==> config.mk <==
export PLATFORM = sky130hd
export DESIGN_NAME = png_stored_deflate_encoder
export DESIGN_NICKNAME = d
export VERILOG_FILES = /design/src/sv/pngsd_pkg.sv /design/src/sv/png_stored_deflate_encoder.sv /design/src/sv/pngsd_fifo.sv /design/src/sv/pngsd_front.sv /design/src/sv/pngsd_back.sv
export SDC_FILE = /design/constraint.sdc
export NUM_CORES = 1
export LEC_CHECK = 0
export BUFFER_PORTS_ARGS = -buffer_cell sky130_fd_sc_hd__clkbuf_2
export CORE_MARGIN = 4
export CORE_UTILIZATION = 29
export DETAILED_ROUTE_END_ITERATION = 6
export GPL_TIMING_DRIVEN = 0
export HOLD_SLACK_MARGIN = 0.15
export PLACE_DENSITY = 0.51
export RECOVER_POWER = 25
export SLEW_MARGIN = 25
export SYNTH_ARGS = -nofsm -noshare
export SYNTH_HDL_FRONTEND = slang
export SYNTH_SLANG_ARGS = --single-unit
==> constraint.sdc <==
create_clock -name clk -period 9 [get_ports clk]
set_input_delay 1.35 -clock clk [delete_from_list [all_inputs] [get_ports clk]]
set_output_delay 1.35 -clock clk [all_outputs]
set_load 0.02 [all_outputs]
==> src/sv/pngsd_pkg.sv <==
package pngsd_pkg;

  localparam int DEF_MAX_SIDE  = 1024;
  localparam int DEF_BLOCK_MAX = 65535;
  localparam int CFG_W         = 11;
  localparam int PIX_W         = 32;
  localparam int MAX_RESULTS   = 53;
  localparam int START_LAST    = 42;
  localparam int TAIL_LAST     = 19;
  localparam int ADLER_MOD     = 65521;
  localparam int Q_DEPTH       = 2;

  localparam logic [31:0] CRC_POLY  = 32'hEDB88320;
  localparam logic [31:0] CRC_INIT  = 32'hFFFFFFFF;
  localparam logic [31:0] IEND_CRC  = 32'hAE426082;
  localparam logic [7:0]  ZLIB_CMF  = 8'h78;
  localparam logic [7:0]  ZLIB_FLG  = 8'h01;

  typedef struct packed {
    logic [PIX_W-1:0] pixel;
    logic             start;
    logic             col0;
    logic             tail_only;
    logic             tail_inline;
  } item_t;

  function automatic logic [31:0] crc_byte(input logic [31:0] c, input logic [7:0] b);
    logic [31:0] v;
    v = c ^ {24'd0, b};
    for (int k = 0; k < 8; k++) begin
      v = v[0] ? (CRC_POLY ^ (v >> 1)) : (v >> 1);
    end
    return v;
  endfunction

  function automatic logic [7:0] sig_byte(input logic [2:0] i);
    logic [7:0] r;
    unique case (i)
      3'd0: r = 8'd137;
      3'd1: r = 8'd80;
      3'd2: r = 8'd78;
      3'd3: r = 8'd71;
      3'd4: r = 8'd13;
      3'd5: r = 8'd10;
      3'd6: r = 8'd26;
      3'd7: r = 8'd10;
      default: r = 8'd0;
    endcase
    return r;
  endfunction

  function automatic logic [7:0] be_byte(input logic [31:0] v, input logic [1:0] k);
    logic [7:0] r;
    unique case (k)
      2'd0: r = v[31:24];
      2'd1: r = v[23:16];
      2'd2: r = v[15:8];
      2'd3: r = v[7:0];
      default: r = 8'd0;
    endcase
    return r;
  endfunction

endpackage

==> src/sv/png_stored_deflate_encoder.sv <==
// PNG writer for square RGBA8 images, stored (uncompressed) deflate blocks.
// Config: cfg_we/cfg_wdata write the image side (0 reads as 1, clamped to
//   MAX_SIDE); a write restarts the image. Write only while idle.
// Input: in_valid/in_ready/in_pixel, one RGBA pixel per word, raster order.
// Output: out_valid/out_ready/out_byte, one file byte per word; out_run_last
//   marks the last byte caused by a pixel, out_file_end the last byte of the file.
// The first pixel also yields signature, IHDR, IDAT length/type and zlib
//   header; the last yields Adler-32, IDAT CRC and IEND (for a 1x1 image the
//   trailer comes with the next word, whose pixel is ignored).
// A taken word goes through the word queue and the load state to out_byte.
// Throughput: one byte per cycle while out_ready is high, plus a load state per
//   pixel; a pixel yields 4 bytes, 5 with a filter byte, +5 per block header,
//   43 more on the first pixel, 20 more on the last. Set by the byte sequencer.
// A 2-deep word queue lets input be taken while the output stalls; with
//   out_ready low the output word holds and the sequencer waits.
// Reset: side 1, waiting for the first pixel of an image.
module png_stored_deflate_encoder #(
  parameter int MAX_SIDE  = pngsd_pkg::DEF_MAX_SIDE,
  parameter int BLOCK_MAX = pngsd_pkg::DEF_BLOCK_MAX
) (
  input  logic                        clk,
  input  logic                        rst_n,
  input  logic                        cfg_we,
  input  logic [pngsd_pkg::CFG_W-1:0] cfg_wdata,
  input  logic                        in_valid,
  output logic                        in_ready,
  input  logic [pngsd_pkg::PIX_W-1:0] in_pixel,
  output logic                        out_valid,
  input  logic                        out_ready,
  output logic [7:0]                  out_byte,
  output logic                        out_run_last,
  output logic                        out_file_end
);
  import pngsd_pkg::*;

  localparam int SIDE_W = $clog2(MAX_SIDE + 1);
  localparam int RAW_W  = $clog2(longint'(MAX_SIDE) * (4 * longint'(MAX_SIDE) + 1) + 1);

  logic              q_wr, q_rd, q_full, q_empty;
  item_t             wr_item, rd_item;
  logic [SIDE_W-1:0] side;
  logic [RAW_W-1:0]  raw_total;

  pngsd_front #(
    .MAX_SIDE (MAX_SIDE),
    .SIDE_W   (SIDE_W),
    .RAW_W    (RAW_W)
  ) u_front (
    .clk       (clk),
    .rst_n     (rst_n),
    .cfg_we    (cfg_we),
    .cfg_wdata (cfg_wdata),
    .in_valid  (in_valid),
    .in_ready  (in_ready),
    .in_pixel  (in_pixel),
    .q_full    (q_full),
    .q_wr      (q_wr),
    .q_item    (wr_item),
    .side      (side),
    .raw_total (raw_total)
  );

  pngsd_fifo u_fifo (
    .clk     (clk),
    .rst_n   (rst_n),
    .wr_en   (q_wr),
    .wr_item (wr_item),
    .full    (q_full),
    .rd_en   (q_rd),
    .rd_item (rd_item),
    .empty   (q_empty)
  );

  pngsd_back #(
    .MAX_SIDE  (MAX_SIDE),
    .BLOCK_MAX (BLOCK_MAX),
    .SIDE_W    (SIDE_W),
    .RAW_W     (RAW_W)
  ) u_back (
    .clk          (clk),
    .rst_n        (rst_n),
    .side         (side),
    .raw_total    (raw_total),
    .q_empty      (q_empty),
    .q_item       (rd_item),
    .q_rd         (q_rd),
    .out_valid    (out_valid),
    .out_ready    (out_ready),
    .out_byte     (out_byte),
    .out_run_last (out_run_last),
    .out_file_end (out_file_end)
  );

endmodule

==> src/sv/pngsd_fifo.sv <==
module pngsd_fifo (
  input  logic              clk,
  input  logic              rst_n,
  input  logic              wr_en,
  input  pngsd_pkg::item_t  wr_item,
  output logic              full,
  input  logic              rd_en,
  output pngsd_pkg::item_t  rd_item,
  output logic              empty
);
  import pngsd_pkg::*;

  item_t      mem_r [Q_DEPTH];
  logic       wp_r, wp_nxt, rp_r, rp_nxt;
  logic [1:0] cnt_r, cnt_nxt;

  assign full    = (cnt_r == 2'(Q_DEPTH));
  assign empty   = (cnt_r == 2'd0);
  assign rd_item = mem_r[rp_r];

  always_comb begin
    wp_nxt  = wp_r;
    rp_nxt  = rp_r;
    cnt_nxt = cnt_r;
    if (wr_en) begin
      wp_nxt = ~wp_r;
    end
    if (rd_en) begin
      rp_nxt = ~rp_r;
    end
    if (wr_en && !rd_en) begin
      cnt_nxt = cnt_r + 2'd1;
    end else if (rd_en && !wr_en) begin
      cnt_nxt = cnt_r - 2'd1;
    end
  end

  always_ff @(posedge clk) begin
    if (!rst_n) begin
      wp_r  <= 1'b0;
      rp_r  <= 1'b0;
      cnt_r <= 2'd0;
    end else begin
      wp_r  <= wp_nxt;
      rp_r  <= rp_nxt;
      cnt_r <= cnt_nxt;
    end
  end

  always_ff @(posedge clk) begin
    if (wr_en) begin
      mem_r[wp_r] <= wr_item;
    end
  end

  a_cnt_range: assert property (@(posedge clk) disable iff (!rst_n)
    cnt_r <= 2'(Q_DEPTH)) else $error("queue count out of range");

endmodule

==> src/sv/pngsd_front.sv <==
module pngsd_front #(
  parameter int MAX_SIDE = pngsd_pkg::DEF_MAX_SIDE,
  parameter int SIDE_W   = 11,
  parameter int RAW_W    = 23
) (
  input  logic                        clk,
  input  logic                        rst_n,
  input  logic                        cfg_we,
  input  logic [pngsd_pkg::CFG_W-1:0] cfg_wdata,
  input  logic                        in_valid,
  output logic                        in_ready,
  input  logic [pngsd_pkg::PIX_W-1:0] in_pixel,
  input  logic                        q_full,
  output logic                        q_wr,
  output pngsd_pkg::item_t            q_item,
  output logic [SIDE_W-1:0]           side,
  output logic [RAW_W-1:0]            raw_total
);
  import pngsd_pkg::*;

  typedef enum logic [2:0] {
    PH_WAIT = 3'b001,
    PH_PIX  = 3'b010,
    PH_TAIL = 3'b100
  } phase_t;

  phase_t            ph_r, ph_nxt;
  logic [SIDE_W-1:0] side_r, side_nxt, col_r, col_nxt, row_r, row_nxt;
  logic [RAW_W-1:0]  raw_r, raw_nxt, se;
  logic [SIDE_W-1:0] c, r, cn, rn;
  logic              start, last;

  assign in_ready  = !q_full;
  assign q_wr      = in_valid && !q_full;
  assign side      = side_r;
  assign raw_total = raw_r;

  always_comb begin
    start = (ph_r == PH_WAIT);
    c     = start ? '0 : col_r;
    r     = start ? '0 : row_r;
    cn    = c + SIDE_W'(1);
    rn    = r;
    if (cn >= side_r) begin
      cn = '0;
      rn = r + SIDE_W'(1);
    end
    last = (rn >= side_r);

    q_item.pixel       = in_pixel;
    q_item.start       = start;
    q_item.col0        = (c == '0);
    q_item.tail_only   = (ph_r == PH_TAIL);
    q_item.tail_inline = last && !start && (ph_r != PH_TAIL);

    ph_nxt   = ph_r;
    col_nxt  = col_r;
    row_nxt  = row_r;
    side_nxt = side_r;
    raw_nxt  = raw_r;
    se       = '0;
    if (cfg_we) begin
      if (cfg_wdata == '0) begin
        side_nxt = SIDE_W'(1);
      end else if (32'(cfg_wdata) > 32'(MAX_SIDE)) begin
        side_nxt = SIDE_W'(MAX_SIDE);
      end else begin
        side_nxt = SIDE_W'(cfg_wdata);
      end
      se      = RAW_W'(side_nxt);
      raw_nxt = se * ((se << 2) + RAW_W'(1));
      ph_nxt  = PH_WAIT;
    end else if (q_wr) begin
      if (ph_r == PH_TAIL) begin
        ph_nxt = PH_WAIT;
      end else begin
        col_nxt = cn;
        row_nxt = rn;
        if (last) begin
          ph_nxt = start ? PH_TAIL : PH_WAIT;
        end else begin
          ph_nxt = PH_PIX;
        end
      end
    end
  end

  always_ff @(posedge clk) begin
    if (!rst_n) begin
      ph_r   <= PH_WAIT;
      col_r  <= '0;
      row_r  <= '0;
      side_r <= SIDE_W'(1);
      raw_r  <= RAW_W'(5);
    end else begin
      ph_r   <= ph_nxt;
      col_r  <= col_nxt;
      row_r  <= row_nxt;
      side_r <= side_nxt;
      raw_r  <= raw_nxt;
    end
  end

  a_cfg_restart: assert property (@(posedge clk) disable iff (!rst_n)
    cfg_we |=> ph_r == PH_WAIT) else $error("config write did not restart image");

endmodule

==> src/sv/pngsd_back.sv <==
module pngsd_back #(
  parameter int MAX_SIDE  = pngsd_pkg::DEF_MAX_SIDE,
  parameter int BLOCK_MAX = pngsd_pkg::DEF_BLOCK_MAX,
  parameter int SIDE_W    = 11,
  parameter int RAW_W     = 23
) (
  input  logic              clk,
  input  logic              rst_n,
  input  logic [SIDE_W-1:0] side,
  input  logic [RAW_W-1:0]  raw_total,
  input  logic              q_empty,
  input  pngsd_pkg::item_t  q_item,
  output logic              q_rd,
  output logic              out_valid,
  input  logic              out_ready,
  output logic [7:0]        out_byte,
  output logic              out_run_last,
  output logic              out_file_end
);
  import pngsd_pkg::*;

  localparam longint RAW_MAX = longint'(MAX_SIDE) * (4 * longint'(MAX_SIDE) + 1);
  localparam longint X_MAX   = RAW_MAX + longint'(BLOCK_MAX) - 1;
  localparam int     X_W     = $clog2(X_MAX + 1);
  localparam longint RECIP   = (longint'(1) << X_W) / longint'(BLOCK_MAX);
  localparam int     M_W     = $clog2(RECIP + 1);
  localparam int     B_W     = $clog2(BLOCK_MAX + 1);
  localparam int     P_W     = X_W + M_W;
  localparam int     QB_W    = X_W + B_W;

  typedef enum logic [3:0] {
    ST_IDLE  = 4'b0001,
    ST_START = 4'b0010,
    ST_RAW   = 4'b0100,
    ST_TAIL  = 4'b1000
  } state_t;

  // IDAT length: 6 + raw + 5 * ceil(raw / BLOCK_MAX), registered after a config write
  logic [X_W-1:0]  x_r, q0_r, nb_r;
  logic [P_W-1:0]  p_r;
  logic [QB_W-1:0] qb_r;
  logic [31:0]     len_r;

  always_ff @(posedge clk) begin
    x_r   <= X_W'(raw_total) + X_W'(BLOCK_MAX - 1);
    p_r   <= P_W'(x_r) * P_W'(RECIP);
    q0_r  <= X_W'(p_r >> X_W);
    qb_r  <= QB_W'(q0_r) * QB_W'(BLOCK_MAX);
    nb_r  <= ((QB_W'(x_r) - qb_r) >= QB_W'(BLOCK_MAX)) ? q0_r + X_W'(1) : q0_r;
    len_r <= 32'd6 + 32'(raw_total) + 32'(nb_r) + (32'(nb_r) << 2);
  end

  state_t           st_r, st_nxt;
  logic [5:0]       idx_r, idx_nxt, ec_r, ec_nxt;
  logic [2:0]       rk_r, rk_nxt, hi_r, hi_nxt;
  logic [RAW_W-1:0] rl_r, rl_nxt;
  logic [15:0]      bl_r, bl_nxt, al_r, al_nxt, ah_r, ah_nxt;
  logic [31:0]      hcrc_r, hcrc_nxt, icrc_r, icrc_nxt;
  logic [PIX_W-1:0] px_r, px_nxt;
  logic             ti_r, ti_nxt;
  logic             out_valid_r, out_valid_nxt, out_run_last_r, out_run_last_nxt;
  logic             out_file_end_r, out_file_end_nxt;
  logic [7:0]       out_byte_r, out_byte_nxt;

  logic        adv, last_c, fe_c, hupd, iupd;
  logic [7:0]  b, rawb;
  logic [15:0] blk;
  logic [31:0] side32, adl;
  logic [16:0] alsum, ahsum;

  assign out_valid    = out_valid_r;
  assign out_byte     = out_byte_r;
  assign out_run_last = out_run_last_r;
  assign out_file_end = out_file_end_r;

  always_comb begin
    side32 = 32'(side);
    adl    = {ah_r, al_r};
    blk    = (32'(rl_r) > 32'(BLOCK_MAX)) ? 16'(BLOCK_MAX) : 16'(rl_r);
    unique case (rk_r)
      3'd0:    rawb = 8'd0;
      3'd1:    rawb = px_r[31:24];
      3'd2:    rawb = px_r[23:16];
      3'd3:    rawb = px_r[15:8];
      default: rawb = px_r[7:0];
    endcase
    alsum = 17'(al_r) + 17'(rawb);
    if (alsum >= 17'(ADLER_MOD)) begin
      alsum = alsum - 17'(ADLER_MOD);
    end
    ahsum = 17'(ah_r) + alsum;
    if (ahsum >= 17'(ADLER_MOD)) begin
      ahsum = ahsum - 17'(ADLER_MOD);
    end

    adv    = (st_r != ST_IDLE) && (!out_valid_r || out_ready);
    q_rd   = 1'b0;
    b      = 8'd0;
    last_c = 1'b0;
    fe_c   = 1'b0;
    hupd   = 1'b0;
    iupd   = 1'b0;

    st_nxt  = st_r;
    idx_nxt = idx_r;
    ec_nxt  = ec_r;
    rk_nxt  = rk_r;
    hi_nxt  = hi_r;
    rl_nxt  = rl_r;
    bl_nxt  = bl_r;
    al_nxt  = al_r;
    ah_nxt  = ah_r;
    px_nxt  = px_r;
    ti_nxt  = ti_r;

    unique case (st_r)
      ST_IDLE: begin
        if (!q_empty) begin
          q_rd    = 1'b1;
          idx_nxt = '0;
          ec_nxt  = '0;
          hi_nxt  = '0;
          px_nxt  = q_item.pixel;
          ti_nxt  = q_item.tail_inline;
          rk_nxt  = q_item.col0 ? 3'd0 : 3'd1;
          if (q_item.tail_only) begin
            st_nxt = ST_TAIL;
          end else if (q_item.start) begin
            st_nxt = ST_START;
            rl_nxt = raw_total;
            bl_nxt = '0;
            al_nxt = 16'd1;
            ah_nxt = '0;
          end else begin
            st_nxt = ST_RAW;
          end
        end
      end
      ST_START: begin
        priority if (idx_r < 6'd8) begin
          b = sig_byte(idx_r[2:0]);
        end else if (idx_r < 6'd12) begin
          b = (idx_r == 6'd11) ? 8'd13 : 8'd0;
        end else if (idx_r < 6'd16) begin
          b = be_byte(32'h49484452, idx_r[1:0]);
        end else if (idx_r < 6'd24) begin
          b = be_byte(side32, idx_r[1:0]);
        end else if (idx_r < 6'd29) begin
          b = (idx_r == 6'd24) ? 8'd8 : ((idx_r == 6'd25) ? 8'd6 : 8'd0);
        end else if (idx_r < 6'd33) begin
          b = be_byte(~hcrc_r, 2'(idx_r - 6'd29));
        end else if (idx_r < 6'd37) begin
          b = be_byte(len_r, 2'(idx_r - 6'd33));
        end else if (idx_r < 6'd41) begin
          b = be_byte(32'h49444154, 2'(idx_r - 6'd37));
        end else begin
          b = (idx_r == 6'd41) ? ZLIB_CMF : ZLIB_FLG;
        end
        if (adv) begin
          hupd = (idx_r >= 6'd12) && (idx_r < 6'd29);
          iupd = (idx_r >= 6'd37);
          if (idx_r == 6'(START_LAST)) begin
            st_nxt  = ST_RAW;
            idx_nxt = '0;
          end else begin
            idx_nxt = idx_r + 6'd1;
          end
        end
      end
      ST_RAW: begin
        if (bl_r == '0) begin
          unique case (hi_r)
            3'd0:    b = {7'd0, (32'(rl_r) <= 32'(BLOCK_MAX))};
            3'd1:    b = blk[7:0];
            3'd2:    b = blk[15:8];
            3'd3:    b = ~blk[7:0];
            default: b = ~blk[15:8];
          endcase
          if (adv) begin
            iupd = 1'b1;
            if (hi_r == 3'd4) begin
              hi_nxt = '0;
              bl_nxt = blk;
            end else begin
              hi_nxt = hi_r + 3'd1;
            end
          end
        end else begin
          b      = rawb;
          last_c = (rk_r == 3'd4) && !ti_r;
          if (adv) begin
            iupd   = 1'b1;
            al_nxt = alsum[15:0];
            ah_nxt = ahsum[15:0];
            bl_nxt = bl_r - 16'd1;
            rl_nxt = rl_r - RAW_W'(1);
            if (rk_r == 3'd4) begin
              idx_nxt = '0;
              st_nxt  = ti_r ? ST_TAIL : ST_IDLE;
            end else begin
              rk_nxt = rk_r + 3'd1;
            end
          end
        end
      end
      ST_TAIL: begin
        priority if (idx_r < 6'd4) begin
          b = be_byte(adl, idx_r[1:0]);
        end else if (idx_r < 6'd8) begin
          b = be_byte(~icrc_r, idx_r[1:0]);
        end else if (idx_r < 6'd12) begin
          b = 8'd0;
        end else if (idx_r < 6'd16) begin
          b = be_byte(32'h49454E44, idx_r[1:0]);
        end else begin
          b = be_byte(IEND_CRC, idx_r[1:0]);
        end
        last_c = (idx_r == 6'(TAIL_LAST));
        fe_c   = last_c;
        if (adv) begin
          iupd = (idx_r < 6'd4);
          if (idx_r == 6'(TAIL_LAST)) begin
            st_nxt = ST_IDLE;
          end else begin
            idx_nxt = idx_r + 6'd1;
          end
        end
      end
      default: begin
        st_nxt = ST_IDLE;
      end
    endcase

    hcrc_nxt = hcrc_r;
    icrc_nxt = icrc_r;
    if (st_r == ST_IDLE && !q_empty && q_item.start) begin
      hcrc_nxt = CRC_INIT;
      icrc_nxt = CRC_INIT;
    end
    if (hupd) begin
      hcrc_nxt = crc_byte(hcrc_r, b);
    end
    if (iupd) begin
      icrc_nxt = crc_byte(icrc_r, b);
    end

    out_valid_nxt    = out_valid_r;
    out_byte_nxt     = out_byte_r;
    out_run_last_nxt = out_run_last_r;
    out_file_end_nxt = out_file_end_r;
    if (adv) begin
      ec_nxt           = (ec_r == 6'(MAX_RESULTS)) ? ec_r : ec_r + 6'd1;
      out_valid_nxt    = (ec_r < 6'(MAX_RESULTS));
      out_byte_nxt     = b;
      out_run_last_nxt = last_c || (ec_r == 6'(MAX_RESULTS - 1));
      out_file_end_nxt = fe_c;
    end else if (out_ready) begin
      out_valid_nxt = 1'b0;
    end
  end

  always_ff @(posedge clk) begin
    if (!rst_n) begin
      st_r        <= ST_IDLE;
      out_valid_r <= 1'b0;
      ec_r        <= '0;
    end else begin
      st_r        <= st_nxt;
      out_valid_r <= out_valid_nxt;
      ec_r        <= ec_nxt;
    end
  end

  always_ff @(posedge clk) begin
    idx_r          <= idx_nxt;
    rk_r           <= rk_nxt;
    hi_r           <= hi_nxt;
    rl_r           <= rl_nxt;
    bl_r           <= bl_nxt;
    al_r           <= al_nxt;
    ah_r           <= ah_nxt;
    hcrc_r         <= hcrc_nxt;
    icrc_r         <= icrc_nxt;
    px_r           <= px_nxt;
    ti_r           <= ti_nxt;
    out_byte_r     <= out_byte_nxt;
    out_run_last_r <= out_run_last_nxt;
    out_file_end_r <= out_file_end_nxt;
  end

  a_end_is_last: assert property (@(posedge clk) disable iff (!rst_n)
    out_valid_r && out_file_end_r |-> out_run_last_r) else $error("file end without run end");

  a_ec_range: assert property (@(posedge clk) disable iff (!rst_n)
    ec_r <= 6'(MAX_RESULTS)) else $error("word count past limit");

  a_raw_left: assert property (@(posedge clk) disable iff (!rst_n)
    st_r == ST_RAW |-> rl_r != '0) else $error("raw data past image end");

endmodule

==> results_dict.tcl, run 1 <==
set metrics [dict create \
    die_h_um 331.2 \
    cts.sinks 435 \
    antenna_found_initial 1 \
    cts_tree "done" \
    syn_inst 3099 \
    period_minus_slack_ns 8.656 \
    drtIter0Drc 1498 \
    max_stage_delay_ns 0.61 \
    design_area_um2 34250 \
    startpoint_type "flop" \
    slew_viol_final 0 \
    setup_viol 0 \
    finalClockSkew_ns 0.03699 \
    fin_util_pct 33.05 \
    num_vias 22718 \
    p_sw_share_pct 47.12 \
    place_area_um2 32570 \
    synth-seq-cells 435 \
    layout_commonest_cell "nor2_1" \
    power_switching_mw 7.037 \
    place_congestion 0.8758 \
    drtAntennaViolNets 0 \
    worstSetupPathType "flop to flop" \
    antenna_cells 0 \
    grt_pass1_wl_um 131800 \
    cpMaxStageDelayCell "or4_4" \
    wl_per_cell_um 18.10 \
    holdCritPathClass "flop to flop" \
    area_delta_synth_final_pct 13.05 \
    hold_viol 0 \
    drc 5 \
    drv_cap 2 \
    coreArea_um2 103600 \
    grt_max_degree 33 \
    p_int_mw 7.897 \
    cp_max_fo 10 \
    p_per_area_nw_per_um2 436.0 \
    die_w_um 331.2 \
    cts_buffers 48 \
    yosysWarningCount 0 \
    grtUsageTotal_pct 14.98 \
    clk_pin_slew_worst_paths_ns 0.06 \
    relSlewSlack_pct 0.003640 \
    fill_cells 10827 \
    violations "design-rule violations, max-capacitance violations" \
    synth_edf_count 262 \
    viasPerCell 4.887 \
    grt_overflow_total 0 \
    required_ns 9.33 \
    io_pins 60 \
    seq_power_share_pct 22.3 \
    layout.nets 3603 \
    pwr-share-comb_pct 63.6 \
    grt_pass1_vias 22607 \
    drtPass1Iterations 7 \
    layout-drive-gt1-share_pct 8.229 \
    synth_seq_area_share_pct 37.40 \
    syn_area_um2 30300 \
    final_cell_count_no_fill 4649 \
    worst_pin_slew_ns 1.494 \
    critPathCaptureType "flop" \
    place.detailed.hpwl_um 65100 \
    p_leak_nw 13.20 \
    period_share_pct 96.18 \
    rows 118 \
    cts_max_path_buffers 3 \
    port_buffers 58 \
    cts_htree_levels 2 \
    fmax_mhz 115.5 \
    synth.avg_cell_area_um2 9.777 \
    initial_core_util_pct 29.23 \
    pre_cts_ws_ns -0.6970 \
    status "finished with violations" \
    irDropWorstVdd_mv 0.4653 \
    clock_power_share_pct 14.1 \
    rsz0062_at_grt "true" \
    yosysUniqueCellTypes 103 \
    dieArea_um2 109700 \
    final_cell_mix "nor2_1 (273), nand2_1 (262), edfxtp_1 (262)" \
    root_buffer "clkbuf_16" \
    clk_latency_ns 0.63 \
    setup_ws_ns 0.3441 \
    finalWirelength_um 84130 \
    dp_cells 4557 \
    arrival_ns 8.99 \
    synth-main-ff-cell "edfxtp_1" \
    async_reset_ff_share_pct 0 \
    path_common_cell "xor2_1" \
]
-- power by group through the flow --
stage / Clock [mW] / Sequential [mW] / Combinational [mW]
2_1_floorplan: 0 / 3.24 / 7.11
3_3_place_gp: 0 / 3.39 / 9.25
4_1_cts: 2.17 / 3.32 / 9.45
3_5_place_dp: 0 / 3.36 / 9.35
6_report: 2.11 / 3.33 / 9.50
5_1_grt: 2.24 / 3.39 / 10.7
-- synthesized netlist by cell type (19+ instances only) --
library cell    n  area (um^2)
o21a_1         29        217.7
a31oi_1        32        200.2
nand4_1        28        175.2
o21ai_0       107        535.5
inv_1         249        934.7
a222oi_1       24        240.2
mux2i_1        47        470.5
edfxtp_1      262         7868
and2_1         32        200.2
nand2b_1       40        250.2
nor3_1         68        340.3
clkbuf_1       82        307.8
buf_2          19        95.09
nor4_1         21        131.4
nand3_1        80        400.4
a21oi_1       136        680.7
mux2_2         38        427.9
xnor2_1       207         1813
or3_1          22        137.6
a21o_1         39        292.8
nor2b_1        36        225.2
ha_1          228         2853
nand2_1       263        987.2
fa_1           98         1962
dfxtp_1       173         3463
a211oi_1       25        187.7
xor2_1        117         1025
nor2_1        274         1028
-- cells by family after synthesis --
kind of cell    count (synthesis)  share of synthesized area, %
compound gates                572                         12.74
fa+ha+maj                     327                         15.92
xor+xnor                      346                         10.81
mux                            85                         2.965
flops                         435                         37.40
other cells                     2                       0.02479
buf+inv                       376                         4.803
simple gates                  956                         15.34
-- worst max-delay path, delay by kind of cell (launching register included) --
family | cells | cell delay, ns
adders and majority gates | 4 | 1.33
AOI/OAI and AO/OA | 10 | 2.70
buffers and inverters | 5 | 0.92
and+or+nand+nor | 8 | 2.14
xor gates and xnor gates | 3 | 0.75
DFF | 1 | 0.50
-- state kept, by name, indices dropped and copies added, names as in the netlist, 16 cells and up, named ones only --
name,cells
u_front.raw_total,23
u_back.len_r,25
u_back.al_r,16
u_back.px_r,32
u_back.ah_r,16
u_fifo.mem_r,72
u_back.qb_r,23
u_back.x_r,23
u_back.hcrc_r,32
u_back.rl_r,23
u_back.icrc_r,32
u_back.bl_r,16
-- stage by stage --
step,total power [mW],hold WS [ns],setup TNS (ns)
final,14.93,0.3256,0
after global routing,16.34,0.3313,-0.06158
after CTS,14.94,0.3255,0
after detailed placement,12.71,0.3121,-9.681
after global placement,12.65,0.3106,-9.057
after floorplan,10.35,0.3096,0
-- metal layers --
metal	routed length, um	share of wire [%]	track usage [%]
met2	37940	45	24.20
met4	1686	2.0	3.293
met5	0	0	0
met3	4255	5.1	2.178
met1	40250	48	21.26
-- path summary, 6_finish.rpt --
kind                                                    from                       endpoint  slack [ns]  depth (start not counted)
worst max-delay path            u_back.rk_r[2]$_SDFFCE_PN0P_  u_back.ah_r[10]$_SDFFCE_PN0P_        0.34                         30
worst min-delay path                  u_back.p_r[26]$_DFF_P_         u_back.q0_r[3]$_DFF_P_        0.33                          0
worst max register to register  u_back.rk_r[2]$_SDFFCE_PN0P_  u_back.ah_r[10]$_SDFFCE_PN0P_        0.34                         30
worst min register to register        u_back.p_r[26]$_DFF_P_         u_back.q0_r[3]$_DFF_P_        0.33                          0
-- final cells by class --
cell class / instances / area [um^2] / share of cell area [%]
Tap cell: 1380 / 1727 / 5.041
Inverter: 251 / 942.2 / 2.751
Sequential cell: 435 / 11330 / 33.08
Clock inverter: 23 / 330.3 / 0.9643
Buffer: 124 / 511.7 / 1.494
Multi-Input combinational cell: 2301 / 17670 / 51.60
Clock buffer: 67 / 1353 / 3.949
Timing Repair Buffer: 68 / 384.1 / 1.121
-- repair_timing --
action,CTS,global route
resized for setup,6,15
hold buffers,0,0
pin swaps,0,3
setup buffers,0,3
endpoints found under the setup margin,16,16
(Power assumes the default switching activity.)
==> run 2: changes to the inputs <==
Settings changed: CORE_UTILIZATION 29 to 55, PLACE_DENSITY 0.51 to 0.79.
==> run 2 against run 1 <==
Net effect:
- the flow finishes with violations (max-capacitance violations, max-slew violations)
- count of clock-buffer cells in the layout unchanged
- final cell count is 15% lower
- worst setup slack got worse by 0.0084 ns
- die area is 46% lower
- highest routed layer unchanged
- core utilization rose by 28 points
- design area shrank 2.9%
==> results_dict.tcl, run 2 (same netlist as run 1, synthesis figures left out) <==
set metrics [dict create \
    critPathLaunch "u_back.rk_r[2]$_SDFFCE_PN0P_" \
    grt_pass1_wl_um 124100 \
    holdCritPathClass "flop to flop" \
    place.detailed.hpwl_um 58230 \
    area_delta_synth_final_pct 9.725 \
    num_vias 23824 \
    arrival_ns 8.98 \
    place_area_um2 31680 \
    io_pins 60 \
    slew_viol_final 23 \
    dieArea_um2 58910 \
    die_h_um 242.7 \
    grt_max_degree 38 \
    hold_buffers 0 \
    whs_ns 0.3243 \
    multiInputGateArea_um2 17630 \
    largest_register "u_fifo.mem_r" \
    rows 85 \
    min_path_cells 0 \
    grt_overflow_total 0 \
    worstSetupPathType "flop to flop" \
    relSlewSlack_pct -39.74 \
    cts_tree "done" \
    cts.sinks 435 \
    setup_viol 0 \
    viasPerCell 6.009 \
    grtUsageTotal_pct 25.84 \
    fmax_mhz 115.4 \
    min_to "u_back.q0_r[5]$_DFF_P_" \
    finalWirelength_um 77440 \
    finalClockSkew_ns 0.01951 \
    max_stage_delay_ns 0.61 \
    coreArea_um2 54130 \
    drtIter0Drc 2577 \
    hold_viol 0 \
    drv_cap 1 \
    cpMaxStageDelayCell "or4_4" \
    largest_reg_flops 72 \
    holdCritStartpoint "u_back.p_r[28]$_DFF_P_" \
    fill_cells 4341 \
    final_cell_count_no_fill 3965 \
    violations "max-capacitance violations, max-slew violations" \
    initial_core_util_pct 55.97 \
    worst-r2r-setup-slack_ns 0.34 \
    period_share_pct 96.27 \
    status "finished with violations" \
    path_common_cell "xor2_1" \
    r2r_end "u_back.ah_r[10]$_SDFFCE_PN0P_" \
    dp_cells 3872 \
    r2r_cells 30 \
    cts_max_path_buffers 3 \
    grt_pass1_vias 23398 \
    drtPass1Iterations 6 \
    startpoint_type "flop" \
    drtAntennaViolNets 0 \
    antenna_found_initial 1 \
    layout.nets 3604 \
    cts_htree_levels 2 \
    clk_latency_ns 0.59 \
    worst_pin_slew_ns 2.088 \
    layout_commonest_cell "nor2_1" \
    cp_max_fo 10 \
    period_minus_slack_ns 8.664 \
    required_ns 9.31 \
    wl_per_cell_um 19.53 \
    final_cell_mix "nor2_1 (273), nand2_1 (262), edfxtp_1 (262)" \
    place_congestion 0.9455 \
    clk_pin_slew_worst_paths_ns 0.06 \
    drc 0 \
    fin_util_pct 61.41 \
    regArea_um2 11330 \
    cts_buffers 48 \
    die_w_um 242.7 \
    r2r-start "u_back.rk_r[2]$_SDFFCE_PN0P_" \
    layout-drive-gt1-share_pct 8.048 \
    port_buffers 58 \
    root_buffer "clkbuf_16" \
    design_area_um2 33250 \
    critPathCaptureType "flop" \
]
## run 2: final cells by class
class | count | area share (%)
diodes | 1 | 0.007527
plain buffers | 124 | 1.543
clock buffers | 67 | 4.136
clock inverters | 21 | 0.5269
inverters | 251 | 2.834
multi-input cells | 2301 | 53.04
flip-flops and latches | 435 | 34.08
well taps | 696 | 2.619
repair buffers | 69 | 1.212
## run 2: what timing repair did
action | 4_1_cts | 5_1_grt
pin swaps | 0 | 2
gates cloned | 0 | 0
hold endpoints to repair | 0 | 0
resized for setup | 3 | 10
setup buffers | 0 | 5
endpoints found under the setup margin | 16 | 16
## run 2: worst max path at each step
stage                                          endpoint  slack [ns]  cells after the start
final                     u_back.ah_r[10]$_SDFFCE_PN0P_        0.34                     30
after global routing      u_back.ah_r[10]$_SDFFCE_PN0P_     -0.0008                     30
after CTS                  u_back.ah_r[6]$_SDFFCE_PN0P_        0.06                     32
after detailed placement   u_back.ah_r[6]$_SDFFCE_PN0P_       -0.31                     32
after global placement     u_back.ah_r[6]$_SDFFCE_PN0P_       -0.14                     32
after floorplan           u_back.ah_r[10]$_SDFFCE_PN0P_        1.61                     32
## run 2: metrics by stage
stage	setup slack [ns]	setup TNS (ns)
finish	0.3357	0
global placement	-0.1384	-1.066
detailed placement	-0.3111	-3.960
CTS	0.06062	0
global route	-0.0007878	-0.0007878
floorplan	1.612	0
## run 2: metal layers
metal | part of all wire (%) | global-route usage, % | vias to the layer above | wire (um)
li1 | - | - | 11146 | -
met1 | 42 | 35.35 | 11364 | 32690
met2 | 45 | 41.66 | 1100 | 35200
met3 | 8.5 | 4.326 | 214 | 6595
met4 | 3.8 | 9.489 | 0 | 2949
met5 | 0 | 0 | - | 0
## run 2: critical path, delay by kind of cell (launching register included)
kind | cells | cell delay, ns
xor gates and xnor gates | 3 | 0.72
and+or+nand+nor | 8 | 2.07
DFF | 1 | 0.43
buffers and inverters | 5 | 1.04
adders and majority gates | 4 | 1.31
AOI/OAI and AO/OA | 10 | 2.82
Power of run 2 is left out: the tool's default activity adds up to more than one toggle a clock period on the data nets, which glitch-free logic cannot reach.
